### src/rtl/pcp_div.sv
module pcp_div
#(
    parameter int FRAC_BITS = 16
)
(
    input  logic               clk,
    input  logic               rst_n,
    input  logic               start,
    input  logic [32:0]        num,
    input  logic [32:0]        den,
    output logic               done,
    output logic [FRAC_BITS:0] quo
);

    localparam int CW = $clog2(FRAC_BITS + 2);

    logic               busy_reg;
    logic               done_reg;
    logic [CW-1:0]      cnt_reg;
    logic [34:0]        rem_reg;
    logic [32:0]        den_reg;
    logic [FRAC_BITS:0] quo_reg;
    logic [34:0]        trial;
    logic               ge;

    // numerator never exceeds the divisor, so the first step takes it as is
    assign trial = (cnt_reg == '0) ? rem_reg : {rem_reg[33:0], 1'b0};
    assign ge    = trial >= 35'(den_reg);

    always_ff @(posedge clk or negedge rst_n)
    begin
        if (!rst_n)
        begin
            busy_reg <= 1'b0;
            done_reg <= 1'b0;
            cnt_reg  <= '0;
        end
        else
        begin
            done_reg <= 1'b0;
            if (start)
            begin
                busy_reg <= 1'b1;
                cnt_reg  <= '0;
            end
            else if (busy_reg)
            begin
                cnt_reg <= cnt_reg + CW'(1);
                if (cnt_reg == CW'(FRAC_BITS))
                begin
                    busy_reg <= 1'b0;
                    done_reg <= 1'b1;
                end
            end
        end
    end

    always_ff @(posedge clk)
    begin
        if (start)
        begin
            rem_reg <= 35'(num);
            den_reg <= den;
            quo_reg <= '0;
        end
        else if (busy_reg)
        begin
            rem_reg <= ge ? trial - 35'(den_reg) : trial;
            quo_reg <= {quo_reg[FRAC_BITS-1:0], ge};
        end
    end

    assign done = done_reg;
    assign quo  = quo_reg;

endmodule

### config.mk
export PLATFORM = sky130hd
export DESIGN_NAME = pcp_div
export DESIGN_NICKNAME = d
export VERILOG_FILES = /design/src/rtl/pcp_div.sv
export SDC_FILE = /design/constraint.sdc
export NUM_CORES = 1
export LEC_CHECK = 0
export BUFFER_PORTS_ARGS = -buffer_cell sky130_fd_sc_hd__buf_2
export CAP_MARGIN = 20
export CORE_UTILIZATION = 45
export CTS_CLUSTER_DIAMETER = 200
export DETAILED_ROUTE_END_ITERATION = 6
export GPL_TIMING_DRIVEN = 0
export PLACE_DENSITY = 0.63
export RECOVER_POWER = 50
export SYNTH_ARGS = -nofsm -noshare
export SYNTH_HDL_FRONTEND = slang
export SYNTH_SLANG_ARGS = --single-unit
### constraint.sdc
create_clock -name clk -period 6.2 [get_ports clk]
set_input_delay 0.31 -clock clk [delete_from_list [all_inputs] [get_ports clk]]
set_output_delay 0.31 -clock clk [all_outputs]
set_load 0.01 [all_outputs]
# Word level (Yosys, flattened, before mapping)
# Index checks and enable logic that the tools add are counted.
dict set report totals {
  regBits 92
  output_inout_bits 18
  wordCells 25
}
dict set report op_classes {
  n_addsub 2
  order_cmp 1
  eq_ne 1
  n_mux 12
  n_reduce_logical 2
}
# cell n
set op_table {}
lappend op_table {{$mux 35} 2}
lappend op_table {{$mux 33} 2}
lappend op_table {{$ge 35x33->1} 1}
lappend op_table {{$sub 35x33->35} 1}
lappend op_table {{$mux 5} 2}
lappend op_table {{$mux 1} 6}
lappend op_table {{$add 5x1->5 const B} 1}
lappend op_table {{$eq 5x5->1 const B} 1}
lappend op_table {{$logic_not 5->1} 1}
lappend op_table {{$reduce_bool 2->1} 1}

# Depth between registers and ports, before layout
# Gate-level depths: netlist (run 1).
dict set report depth {
  ltp_word 6
  mapped_depth 18
}

# Least setup slack after synthesis (run 1)
# No wires, ideal clock.
dict set report synth_path {
  path_kind {register to register}
  start {register cnt_reg[0]}
  end {register rem_reg[13], data pin}
  arrival_time_ps 4155
  path_slack_ps 1785
  path_stages_with_launch 18
  n_path_buf 4
  path_cell_list {dfrtp_1 -> inv_1 -> ha_1 -> nor4b_4 -> clkbuf_1 -> buf_2 -> mux2_1 -> ha_1 -> buf_2 -> and4_1 -> o21ai_0 -> a31o_1 -> a31o_1 -> a21bo_2 -> nand2_2 -> buf_6 -> mux2_1 -> mux2_2}
}
dict set report synth_between {
  elab_chain_cells 6
  word_cells_on_any_way 7
  classes_between {1 x add/sub; 1 x order compare; 4 x mux; 1 x reduce/logical}
}
# item line
set synth_lines {}
lappend synth_lines {{start: declaration} 19} ;# logic [CW-1:0] cnt_reg;
lappend synth_lines {{start signal: assignment} 48} ;# cnt_reg <= cnt_reg + CW'(1);
lappend synth_lines {{$logic_not 5->1 (*)} 27} ;# assign trial = (cnt_reg == '0) ? rem_reg : {rem_reg[33:0], 1'b0};
lappend synth_lines {{$mux 35 (*)} 27}
lappend synth_lines {{$sub 35x33->35 or $ge 35x33->1 (tied branches)} {68, 28}}
lappend synth_lines {{$mux 35 (*)} 68} ;# rem_reg <= ge ? trial - 35'(den_reg) : trial;
lappend synth_lines {{$mux 33 (*)} 66} ;# else if (busy_reg)
lappend synth_lines {{$mux 33 (*)} 60} ;# if (start)
lappend synth_lines {{end signal: assignment} 62} ;# rem_reg <= 35'(num);
lappend synth_lines {{end signal: assignment} 68}
lappend synth_lines {{end: declaration} 20} ;# logic [34:0] rem_reg;
# Mark *: on every way between the ends. The rest lies on a longest branch, timed or not. The select of a mux whose other input is x is not followed.
# A chain may end at the register's enable or synchronous reset.

# Worst setup path after layout (run 1)
dict set report layout_path {
  start {register cnt_reg[0]}
  end {register rem_reg[15], data pin}
}
# Same word-level chain as after synthesis.

==> metrics.md, run 1 <==
| Metric | Value |
|---|---|
| Status | finished with violations |
| Failing checks | capacitance limit, slew limit |
| Met3 usage | 0.0508 |
| # diodes | 0 |
| Top FF cell, synth | edfxtp_1 |
| DRT iter0 DRCs | 307 |
| Post-CTS Setup Bufs | 0 |
| Place WS | 0.579 ns |
| DR DRC count | 0 |
| Final setup viols | 0 |
| Layout Area Growth over Synthesis | 15.4% |
| EDFF count, synth | 66 |
| Synthesis-stage register bit count | 92 |
| Largest net degree at the start of global routing | 35 |
| Antenna-violating nets left | 0 |
| H-tree levels | 3 |
| Clock tree sinks | 92 |
| Dpl cell area | 6800 um^2 |
| Clk slew on worst S/H paths | about 0.08 ns |
| Avg Synthesized Cell Area | 10.4 um^2 |
| Vias in the first global route | between 4k and 5k |
| Period Utilization, post-route | 0.900 |
| Number of buffers created by CTS | 9 |
| Worst setup EP type | flop |
| Startpoint types | flop |
| Final wirelength | 14600 um |
| Top Ports | 87 |
| Setup WS post-layout | 0.619 ns |
| Vias per Instance | 5.44 |
| TNS Setup | 0 ns |
| Area share of the largest cell type after synthesis | 0.322 |
| Syn Inst Count | a little under 600 |
| Per-cell routed wire length | 16.8 um |
| Setup repair after global routing missed its margin | false |
| Die ar. | roughly 14000 um^2 |
| Root buf cell | clkbuf_16 |
| Hold Path Class | in -> reg |
| Sequential fraction of the synthesis area | 0.412 |
| First-pass GRT wire length | 24300 um |
| Port bufs | 86 |
| Core area | approximately 13000 um^2 |
| Die Ht | ~120 um |
| Data required, critical path | around 6.3 ns |
| Antenna violations before repair | 0 |
| Crit-path leading delay family | buffers and inverters |
| FILL cells | 1229 |
| Standard-cell rows | 42 |
| DR vias | 4752 |
| Detail Placement HPWL | 10700 um |
| CP max FO | 10 |
| Final hold vios | 0 |
| Drt first pass iters | 4 |
| Share of cells above drive strength 1 | 0.197 |
| PwrDens | 513 nW/um^2 |
| Worst clock skew | 0.0111 ns |
| Crit path cell chain | inv_1 -> ha_1 -> nor4b_4 -> clkbuf_1 -> buf_2 -> mux2_1 -> ha_1 -> buf_2 -> nand3_1 -> nor3_1 -> a311o_1 -> a21oi_1 -> a21bo_2 -> nand2_2 -> buf_6 -> buf_2 -> mux2i_1 -> mux2i_1 |
| Relative slew margins | -0.449 |
| Initial Util | 0.463 |
| Chip Width | about 120 um |
| Crit-path most repeated cell | buf_2 |
| VDD IR max | 0.198 mV |
| Clock Latency Late Sink | 0.36 ns |
| Gpl congestion | just over 0.9 |
| Most frequent cell after synthesis | edfxtp_1 |
| Worst Path Arrival | about 5.7 ns |
| Post-Layout Cell Count | 873 |
| Achievable frequency | 179 MHz |
| Max clock buf depth | 2 |
| Met2 Use GR | 0.364 |
| Tightest Pin Transition | 2.17 ns |
| Cell variety after synth | 65 |
| Hold path cells | 1 |
| M1 GR Usage | 0.284 |
| Yosys warning count | 0 |
| Syn_nets | around 700 |
| FFs w/ async S/R, synth | 0.0761 |
| R2r worst-path depth | 18 |
| Tmin final | between 5 and 6 ns |
| LEAKAGE | 3.21 nW |
| Grt ovf | 0 |
| Synth area leader | edfxtp_1 |
| Dpl cells | 856 |
| Tot GR Track Use | 0.221 |
| Maxcap violations | 1 |
| WP depth | 18 |
| CP Class | reg -> reg |
| GRT busiest layer | met2 |
| Slowest stage delay, CP | 0.69 ns |
| Final instance area | 7100 um^2 |
| Final #Nets | 797 |
| Cell area after synthesis | around 6200 um^2 |
| Sum of buffers and inverters on the critical path | 6 |
| Max Slew Vio Count | 35 |
| Max reg flops | 35 |
| Commonest cells in the netlist | 66 x edfxtp_1, 56 x inv_1, 48 x mux2i_1 |
| Critical path's slowest cell | nor4b_4 |
| Total power | 0.00364 W |
| CTS tree | built |
| Top cells by area, synth | edfxtp_1 32%, mux2i_1 7.8%, ha_1 7.1% |
==> cell type report <==
class                   instances  area, um^2  area share
plain buffers                  24         119      0.0167
clock buffers                   9         225      0.0317
clock inverters                 7        88.8      0.0125
inverters                      56         210      0.0296
multi-input cells             422        3290       0.463
flip-flops and latches         92        2540       0.357
well taps                     176         220      0.0310
repair buffers                 87         414      0.0583
==> metal layers <==
layer / vias up / part of all wire
li1: 2382 / -
met1: 2239 / 0.47
met2: 108 / 0.46
met3: 23 / 0.047
met4: 0 / 0.019
met5: - / 0
==> cells in the final DEF, fill, tap and decap left out, drive strengths merged, types with 9 or more instances in the layout <==
cell type | synthesis | routed
o21a | 9 | 9
nor2 | 36 | 36
ha | 35 | 35
clkbuf | 9 | 39
mux2i | 48 | 48
inv | 56 | 60
nand2 | 31 | 31
nor3 | 9 | 9
nand2b | 11 | 11
a21o | 10 | 10
dfxtp | 19 | 19
a21oi | 32 | 32
nand3 | 12 | 12
edfxtp | 66 | 66
buf | 15 | 80
mux2 | 43 | 43
xor2 | 14 | 14
o21ai | 20 | 20
xnor2 | 15 | 15
==> final timing paths <==
path	slack, ns	end	startpoint
setup / recovery	0.62	rem_reg[15]	cnt_reg[0]
hold / removal	0.12	den_reg[28]	den[28]
setup reg to reg	0.62	rem_reg[15]	cnt_reg[0]
hold reg to reg	0.50	quo[16]	quo[16]
max in group asynchronous	5.52	cnt_reg[1]	rst_n
min in group asynchronous	0.39	busy_reg	rst_n
==> metrics by stage <==
stage          hold slack, ns   util
2_1_floorplan          0.0144      -
3_3_place_gp            0.150  0.512
3_5_place_dp            0.156  0.512
4_1_cts                 0.103  0.536
5_1_grt                 0.102  0.534
6_report                0.116  0.534
==> power breakdown <==
group	leakage [nW]	internal, W	switching, W
Clock	0.153	0.000291	0.000285
Sequential	0.919	0.000858	0.0000770
Combinational	2.13	0.000974	0.00115
Total	3.21	0.00212	0.00152
==> cell families (layout without fill, tap and decap cells) <==
group	Yosys count	after routing	share of synthesized area
and+or+nand+nor	137	137	0.115
AOI/OAI and AO/OA	129	129	0.147
DFF	92	92	0.412
muxes	91	91	0.157
buffers and inverters	80	183	0.0535
adders and majority gates	36	36	0.0744
xor gates and xnor gates	29	29	0.0413
==> timing repair <==
item,in CTS,in global routing
resized for setup,0,0
endpoints found under the hold margin,7,0
hold buffers,1,0
No activity file was read; power rests on OpenSTA's default activity.
==> inputs of run 2 (changes only) <==
Settings changed: ABC_AREA set to 1, CAP_MARGIN 20 to unset, PLACE_DENSITY 0.63 to 0.62, SLEW_MARGIN set to 20.
==> run 2 against run 1 <==
Compared with the run above:
- the run still ends with capacitance limit, slew limit left
- sequential cell count is the same
- largest power group unchanged
- critical path type unchanged
- cell area grew 14%
- critical path depth grew 1
- area after synthesis grew 15%
- utilization shrank 0.45 points
==> metrics.md, run 2 <==
| Metric | Value |
|---|---|
| Status | finished with violations (unchanged) |
| Failing checks | capacitance limit, slew limit (unchanged) |
| Achievable frequency | 231 MHz (was 179 MHz) |
| Final wirelength | 20400 um (was 14600 um) |
| Drt first pass iters | 5 (was 4) |
| CP max FO | 10 (unchanged) |
| Crit path from | cnt_reg[0] (unchanged) |
| DRT iter0 DRCs | 566 (was 307) |
| Sw Ratio | 0.485 (was 0.417) |
| CP Class | reg -> reg (unchanged) |
| Worst setup EP type | flop (unchanged) |
| FFs w/ async S/R, synth | 0.0761 (unchanged) |
| Final hold vios | 0 (unchanged) |
| Max Slew Vio Count | 35 (unchanged) |
| Vias per Instance | 4.98 (was 5.44) |
| Reg2reg start | cnt_reg[0] (unchanged) |
| DR DRC count | 0 (unchanged) |
| Setup repair after global routing missed its margin | false (unchanged) |
| Startpoint types | flop (unchanged) |
| Worst Path Arrival | 4.43 ns (was 5.67 ns) |
| Tot GR Track Use | 0.262 (was 0.221) |
| Avg Synthesized Cell Area | 6.61 um^2 (was 10.4 um^2) |
| Sequential fraction of the synthesis area | 0.359 (was 0.412) |
| Clk pwr share | 0.156 (was 0.158) |
| Syn Inst Count | 1070 (was 594) |
| Period Utilization, post-route | 0.698 (was 0.900) |
| Syn_nets | 1175 (was 699) |
| Max clock buf depth | 2 (unchanged) |
| Layout Area Growth over Synthesis | 14.3% (was 15.4%) |
| H-tree levels | 3 (unchanged) |
| Tmin final | 4.33 ns (was 5.58 ns) |
| Worst clock skew | 0.00756 ns (was 0.0111 ns) |
| Core area | 15300 um^2 (was 13300 um^2) |
| Final setup viols | 0 (unchanged) |
| Internal power | 0.00190 W (was 0.00212 W) |
| Antenna-violating nets left | 0 (unchanged) |
| Yosys warning count | 0 (unchanged) |
| Tightest Pin Transition | 1.97 ns (was 2.17 ns) |
| Clk slew on worst S/H paths | 0.07 ns (was 0.08 ns) |
| Top cells by area, synth | edfxtp_1 28%, nand2_1 20%, inv_1 12% (was edfxtp_1 32%, mux2i_1 7.8%, ha_1 7.1%) |
| # diodes | 0 (unchanged) |
| Max reg flops | 35 (unchanged) |
| Port bufs | 86 (unchanged) |
| Final #Nets | 1274 (was 797) |
| Maxcap violations | 1 (unchanged) |
| Largest net degree at the start of global routing | 35 (unchanged) |
| Initial Util | 0.463 (about the same) |
| Vias in the first global route | 6289 (was 4857) |
| Antenna violations before repair | 0 (unchanged) |
| VDD IR max | 0.161 mV (was 0.198 mV) |
| Clock tree sinks | 92 (unchanged) |
| Grt ovf | 0 (unchanged) |
| P_sw | 0.00178 W (was 0.00152 W) |
| Top FF cell, synth | edfxtp_1 (unchanged) |
| Die ar. | 16200 um^2 (was 14100 um^2) |
| R2r worst-path depth | 19 (was 18) |
| LEAKAGE | 4.34 nW (was 3.21 nW) |
| Die Ht | 127 um (was 119 um) |
| Standard-cell rows | 45 (was 42) |
| Number of buffers created by CTS | 9 (unchanged) |
| Most frequent cell after synthesis | nand2_1 (was edfxtp_1) |
| Root buf cell | clkbuf_16 (unchanged) |
| Gpl congestion | 0.955 (was 0.912) |
| Commonest cells in the netlist | 380 x nand2_1, 222 x inv_1, 71 x nand3_1 (was 66 x edfxtp_1, 56 x inv_1, 48 x mux2i_1) |
| Worst R2R End | rem_reg[10] (was rem_reg[15]) |
| Post-Layout Cell Count | 1385 (was 873) |
| Cell variety after synth | 34 (was 65) |
| Reg2Reg Setup Slack | 1.87 ns (was 0.62 ns) |
| Top Ports | 87 (unchanged) |
| TNS Setup | 0 ns (unchanged) |
| PwrDens | 456 nW/um^2 (was 513 nW/um^2) |
| Data required, critical path | 6.30 ns (was 6.29 ns) |
| Dpl cells | 1368 (was 856) |
| Synthesis-stage register bit count | 92 (unchanged) |
| Area share of the largest cell type after synthesis | 0.280 (was 0.322) |
| FILL cells | 1620 (was 1229) |
| Power share of the combinational group | 0.601 (was 0.585) |
| Seq pwr share | 0.243 (was 0.257) |
| Clock Latency Late Sink | 0.35 ns (was 0.36 ns) |
| Crit path to | rem_reg[10] (was rem_reg[15]) |
| Chip Width | 127 um (was 119 um) |
| Synth area leader | edfxtp_1 (unchanged) |
| Detail Placement HPWL | 16800 um (was 10700 um) |
| Commonest non-fill, non-tap cell in the layout | nand2_1 (was buf_2) |
| EDFF count, synth | 66 (unchanged) |
| Commonest non-fill, non-tap cells in the layout | 380 x nand2_1, 222 x inv_1, 74 x buf_2 (was 73 x buf_2, 66 x edfxtp_1, 56 x inv_1) |
| Hold Path Class | in -> reg (unchanged) |
| CTS tree | built (unchanged) |
| Per-cell routed wire length | 14.8 um (was 16.8 um) |
| Cell area after synthesis | 7070 um^2 (was 6150 um^2) |
| First-pass GRT wire length | 32100 um (was 24300 um) |
| Share of cells above drive strength 1 | 0.0903 (was 0.197) |
| DR vias | 6903 (was 4752) |
| Relative slew margins | -0.315 (was -0.449) |
## run 2: cell count changes after synthesis, sizes merged, moves of 10 or more
cell,before,now
a21o,10,0
nand2b,11,0
o22ai,1,15
o21ai,20,41
nand2,31,383
nand3,12,72
nand4,7,44
inv,56,226
nor2,36,61
mux2,43,0
mux2i,48,0
xor2,14,0
## run 2: worst min path at each step
stage / start / endpoint / slack, ns / depth (start not counted)
CTS: den[0] / den_reg[0] / 0.13 / 1
floorplan: rst_n / busy_reg / 0.01 / 0
detailed placement: rst_n / done / 0.15 / 1
global route: den[32] / den_reg[32] / 0.12 / 1
finish: den[2] / den_reg[2] / 0.13 / 1
global placement: rst_n / cnt_reg[0] / 0.15 / 1
## run 2: power by group through the flow
stage | registers [W] | clock network (W) | logic (W)
after global placement | 0.000903 | 0 | 0.00216
after global routing | 0.000911 | 0.000603 | 0.00248
after detailed placement | 0.000905 | 0 | 0.00216
final | 0.000895 | 0.000573 | 0.00222
after CTS | 0.000893 | 0.000581 | 0.00218
after floorplan | 0.000892 | 0 | 0.00158
## run 2: what timing repair did
item	CTS	global route
setup buffers	0	0
hold buffers	1	0
gates resized for setup	0	0
endpoints found under the hold margin	7	0
## run 2: cells by family (layout without fill, tap and decap cells)
family / Yosys count / after routing / synth area share
XOR/XNOR: 18 / 18 / 0.0223
flip-flops: 92 / 92 / 0.359
buffers and inverters: 257 / 361 / 0.141
AND/OR/NAND/NOR: 574 / 574 / 0.344
AO/OA/AOI/OAI: 93 / 93 / 0.0695
adder cells (fa/ha/maj): 36 / 36 / 0.0648
## run 2: worst max-delay path, cell delays in order, from the launching register on
cell and delay, ns:
dfrtp_1 0.37, inv_1 0.07, ha_1 0.25, nand3_1 0.15
buf_2 0.21, clkbuf_1 0.42, nand2_1 0.08, o21ai_0 0.14
ha_1 0.38, nand2_1 0.21, inv_1 0.08, nand2_1 0.06
nand2_1 0.18, nand4_1 0.17, nand3_1 0.20, nand2_2 0.26
buf_1 0.45, nand4_1 0.19, nand3_1 0.14, nand2_1 0.05
## run 2: layer usage
metal  vias to the layer above  track usage  part of all wire
li1                       3563            -                 -
met1                      3095        0.381              0.48
met4                         0       0.0553             0.014
met2                       226        0.402              0.43
met5                         -            0                 0
met3                        19       0.0494             0.075
## run 2: area by class of cell
cell class              count  area [um^2]  share of cell area
plain buffers              30          145              0.0180
clock inverters             2         12.5             0.00155
repair buffers             88          435              0.0539
multi-input cells         721         3540               0.438
well taps                 211          264              0.0327
flip-flops and latches     92         2540               0.314
clock buffers              14          297              0.0367
inverters                 227          852               0.105
## run 2: through the flow
stage	worst slack, ns	hold WS [ns]	power (W)	util	area [um^2]
finish	1.87	0.135	0.00368	0.530	8080
detailed placement	1.95	0.149	0.00307	0.510	7790
global placement	2.01	0.152	0.00306	0.509	7760
global route	1.55	0.125	0.00399	0.530	8080
CTS	1.93	0.126	0.00365	0.531	8110
floorplan	3.08	0.0144	0.00247	-	7070
==> inputs of run 3 (changes only) <==
Clock period 6.2 ns to 4.3 ns, I/O delays scaled along.
==> run 3 against run 2 <==
Compared with the run above:
- the run still ends with capacitance limit, slew limit left
- count of clock-buffer cells in the layout unchanged
- first-iteration DRC count shrank 2.5%
- total power increased by 44%
- via count shrank 0.51%
- combinational power is 45% higher
- critical path type unchanged
==> metrics.md, run 3 (synthesized netlist as in run 2, its figures left out) <==
| Metric | Value |
|---|---|
| Slowest stage delay, CP | 0.44 ns (was 0.45 ns) |
| Clock tree sinks | 92 (unchanged) |
| Initial Util | 0.463 (unchanged) |
| Maxcap violations | 1 (unchanged) |
| Tmin final | 4.00 ns (was 4.33 ns) |
| Place WS | 0.0479 ns (was 1.95 ns) |
| Clk slew on worst S/H paths | 0.07 ns (about the same) |
| Reg area | 2540 um^2 (unchanged) |
| TNS Setup | 0 ns (unchanged) |
| Commonest non-fill, non-tap cell in the layout | nand2_1 (unchanged) |
| Antenna-violating nets left | 0 (unchanged) |
| PwrDens | 657 nW/um^2 (was 456 nW/um^2) |
| DR DRC count | 0 (unchanged) |
| Max clock buf depth | 2 (unchanged) |
| Number of buffers created by CTS | 9 (unchanged) |
| Drt first pass iters | 5 (unchanged) |
| Setup repair after global routing missed its margin | false (unchanged) |
| Max Slew Vio Count | 35 (unchanged) |
| Top Ports | 87 (unchanged) |
| Crit-path most repeated cell | nand2_1 (unchanged) |
| Period Utilization, post-route | 0.930 (was 0.698) |
| Layout Area Growth over Synthesis | 14.5% (was 14.3%) |
| Final #Nets | 1274 (unchanged) |
| Tot GR Track Use | 0.262 (unchanged) |
| DR vias | 6868 (was 6903) |
| Clock Latency Late Sink | 0.34 ns (was 0.35 ns) |
| Area occupied by multi-input gates | 3550 um^2 (was 3540 um^2) |
| H-tree levels | 3 (unchanged) |
| Critical path's slowest cell | o21ai_0 (was buf_1) |
| Post-CTS Setup Bufs | 0 (unchanged) |
| Antenna violations before repair | 0 (unchanged) |
| Detail Placement HPWL | 16800 um (unchanged) |
| CP Class | reg -> reg (unchanged) |
| DRT iter0 DRCs | 552 (was 566) |
| Vias per Instance | 4.96 (was 4.98) |
| Final hold vios | 0 (unchanged) |
| Vias in the first global route | 6289 (unchanged) |
| Worst setup EP type | flop (unchanged) |
| Largest net degree at the start of global routing | 35 (unchanged) |
| CTS tree | built (unchanged) |
| Hold WS | 0.0420 ns (was 0.135 ns) |
| Standard-cell rows | 45 (unchanged) |
| Die ar. | 16200 um^2 (unchanged) |
| Failing checks | capacitance limit, slew limit (unchanged) |
| Chip Width | 127 um (unchanged) |
| Worst Path Arrival | 4.10 ns (was 4.43 ns) |
| Commonest non-fill, non-tap cells in the layout | 379 x nand2_1, 222 x inv_1, 74 x buf_2 (was 380 x nand2_1, 222 x inv_1, 74 x buf_2) |
| Crit path cell chain | inv_1 -> ha_1 -> nand3_1 -> buf_2 -> clkbuf_2 -> o21ai_0 -> ha_1 -> nand2_1 -> inv_1 -> nand2_1 -> nand2_2 -> nand4_1 -> nand3_1 -> nand2_2 -> nand3_4 -> buf_6 -> nand2_1 -> nand2_1 -> nand2_1 -> nand2_1 (was inv_1 -> ha_1 -> nand3_1 -> buf_2 -> clkbuf_1 -> nand2_1 -> o21ai_0 -> ha_1 -> nand2_1 -> inv_1 -> nand2_1 -> nand2_1 -> nand4_1 -> nand3_1 -> nand2_2 -> buf_1 -> nand4_1 -> nand3_1 -> nand2_1) |
| Hold wc startpoint | den[2] (unchanged) |
| Final wirelength | 20400 um (about the same) |
| # diodes | 0 (unchanged) |
| VDD IR max | 0.232 mV (was 0.161 mV) |
| Tightest Pin Transition | 2.01 ns (was 1.97 ns) |
| Die Ht | 127 um (unchanged) |
| Crit path from | cnt_reg[0] (unchanged) |
| Final setup viols | 0 (unchanged) |
| Worst clock skew | 0.00719 ns (was 0.00756 ns) |
| Total power | 0.00532 W (was 0.00368 W) |
| Hold Path Class | in -> reg (unchanged) |
| Core area | 15300 um^2 (unchanged) |
| Setup WS post-layout | 0.301 ns (was 1.87 ns) |
| First-pass GRT wire length | 32100 um (unchanged) |
| Per-cell routed wire length | 14.7 um (was 14.8 um) |
| Status | finished with violations (unchanged) |
| Reg2reg start | cnt_reg[0] (unchanged) |
| CP max FO | 10 (unchanged) |
| FILL cells | 1615 (was 1620) |
| Achievable frequency | 250 MHz (was 231 MHz) |
| Port bufs | 86 (unchanged) |
| Root buf cell | clkbuf_16 (unchanged) |
| Relative slew margins | -0.337 (was -0.315) |
| Max reg flops | 35 (unchanged) |
| R2r worst-path depth | 20 (was 19) |
| LEAKAGE | 4.35 nW (was 4.34 nW) |
| Hold path cells | 1 (unchanged) |
| Gpl congestion | 0.955 (unchanged) |
| Startpoint types | flop (unchanged) |
| Data required, critical path | 4.40 ns (was 6.30 ns) |
| Share of cells above drive strength 1 | 0.0988 (was 0.0903) |
| Grt ovf | 0 (unchanged) |
-- run 3: per-layer routing --
layer | global-route usage | share of wire | up-vias
met5 | 0 | 0 | -
li1 | - | - | 3565
met4 | 0.0553 | 0.013 | 0
met3 | 0.0494 | 0.071 | 20
met2 | 0.402 | 0.43 | 224
met1 | 0.381 | 0.49 | 3059
-- run 3: through the flow --
step	cell area, um^2	std cells	util
after floorplan	7070	1070	-
after global placement	7760	1367	0.509
after global routing	8100	1385	0.531
after CTS	8110	1385	0.531
after detailed placement	7790	1368	0.510
final	8100	1385	0.531
-- run 3: final cells by class --
cell class	count	share of cell area
plain buffers	30	0.0190
clock buffers	14	0.0366
clock inverters	2	0.00154
inverters	227	0.105
multi-input cells	721	0.438
flip-flops and latches	92	0.313
well taps	211	0.0326
repair buffers	88	0.0538
-- run 3: repair_timing --
item | CTS | global route
hold buffers | 1 | 0
setup endpoints to repair | 0 | 33
resized for setup | 0 | 15
endpoints found under the hold margin | 7 | 0
-- run 3: path summary, 6_finish.rpt --
kind                                     to  slack (ns)
min in group asynchronous        cnt_reg[2]        0.29
max in group asynchronous        cnt_reg[0]        3.74
worst max-delay path            rem_reg[31]        0.30
worst min register to register  rem_reg[34]        0.45
worst max register to register  rem_reg[31]        0.30
worst min-delay path             den_reg[2]        0.04
-- run 3: critical path, delay by kind of cell, from the launching register on --
kind,cells,cell delay (ns)
adders and majority gates,2,0.57
AOI/OAI and AO/OA,1,0.44
buffers and inverters,5,0.77
DFF,1,0.39
and+or+nand+nor,12,1.57
-- run 3: where the power goes --
group          switching (W)  internal, W
sequential         0.0000864      0.00120
combinational        0.00215      0.00106
clock               0.000345     0.000480
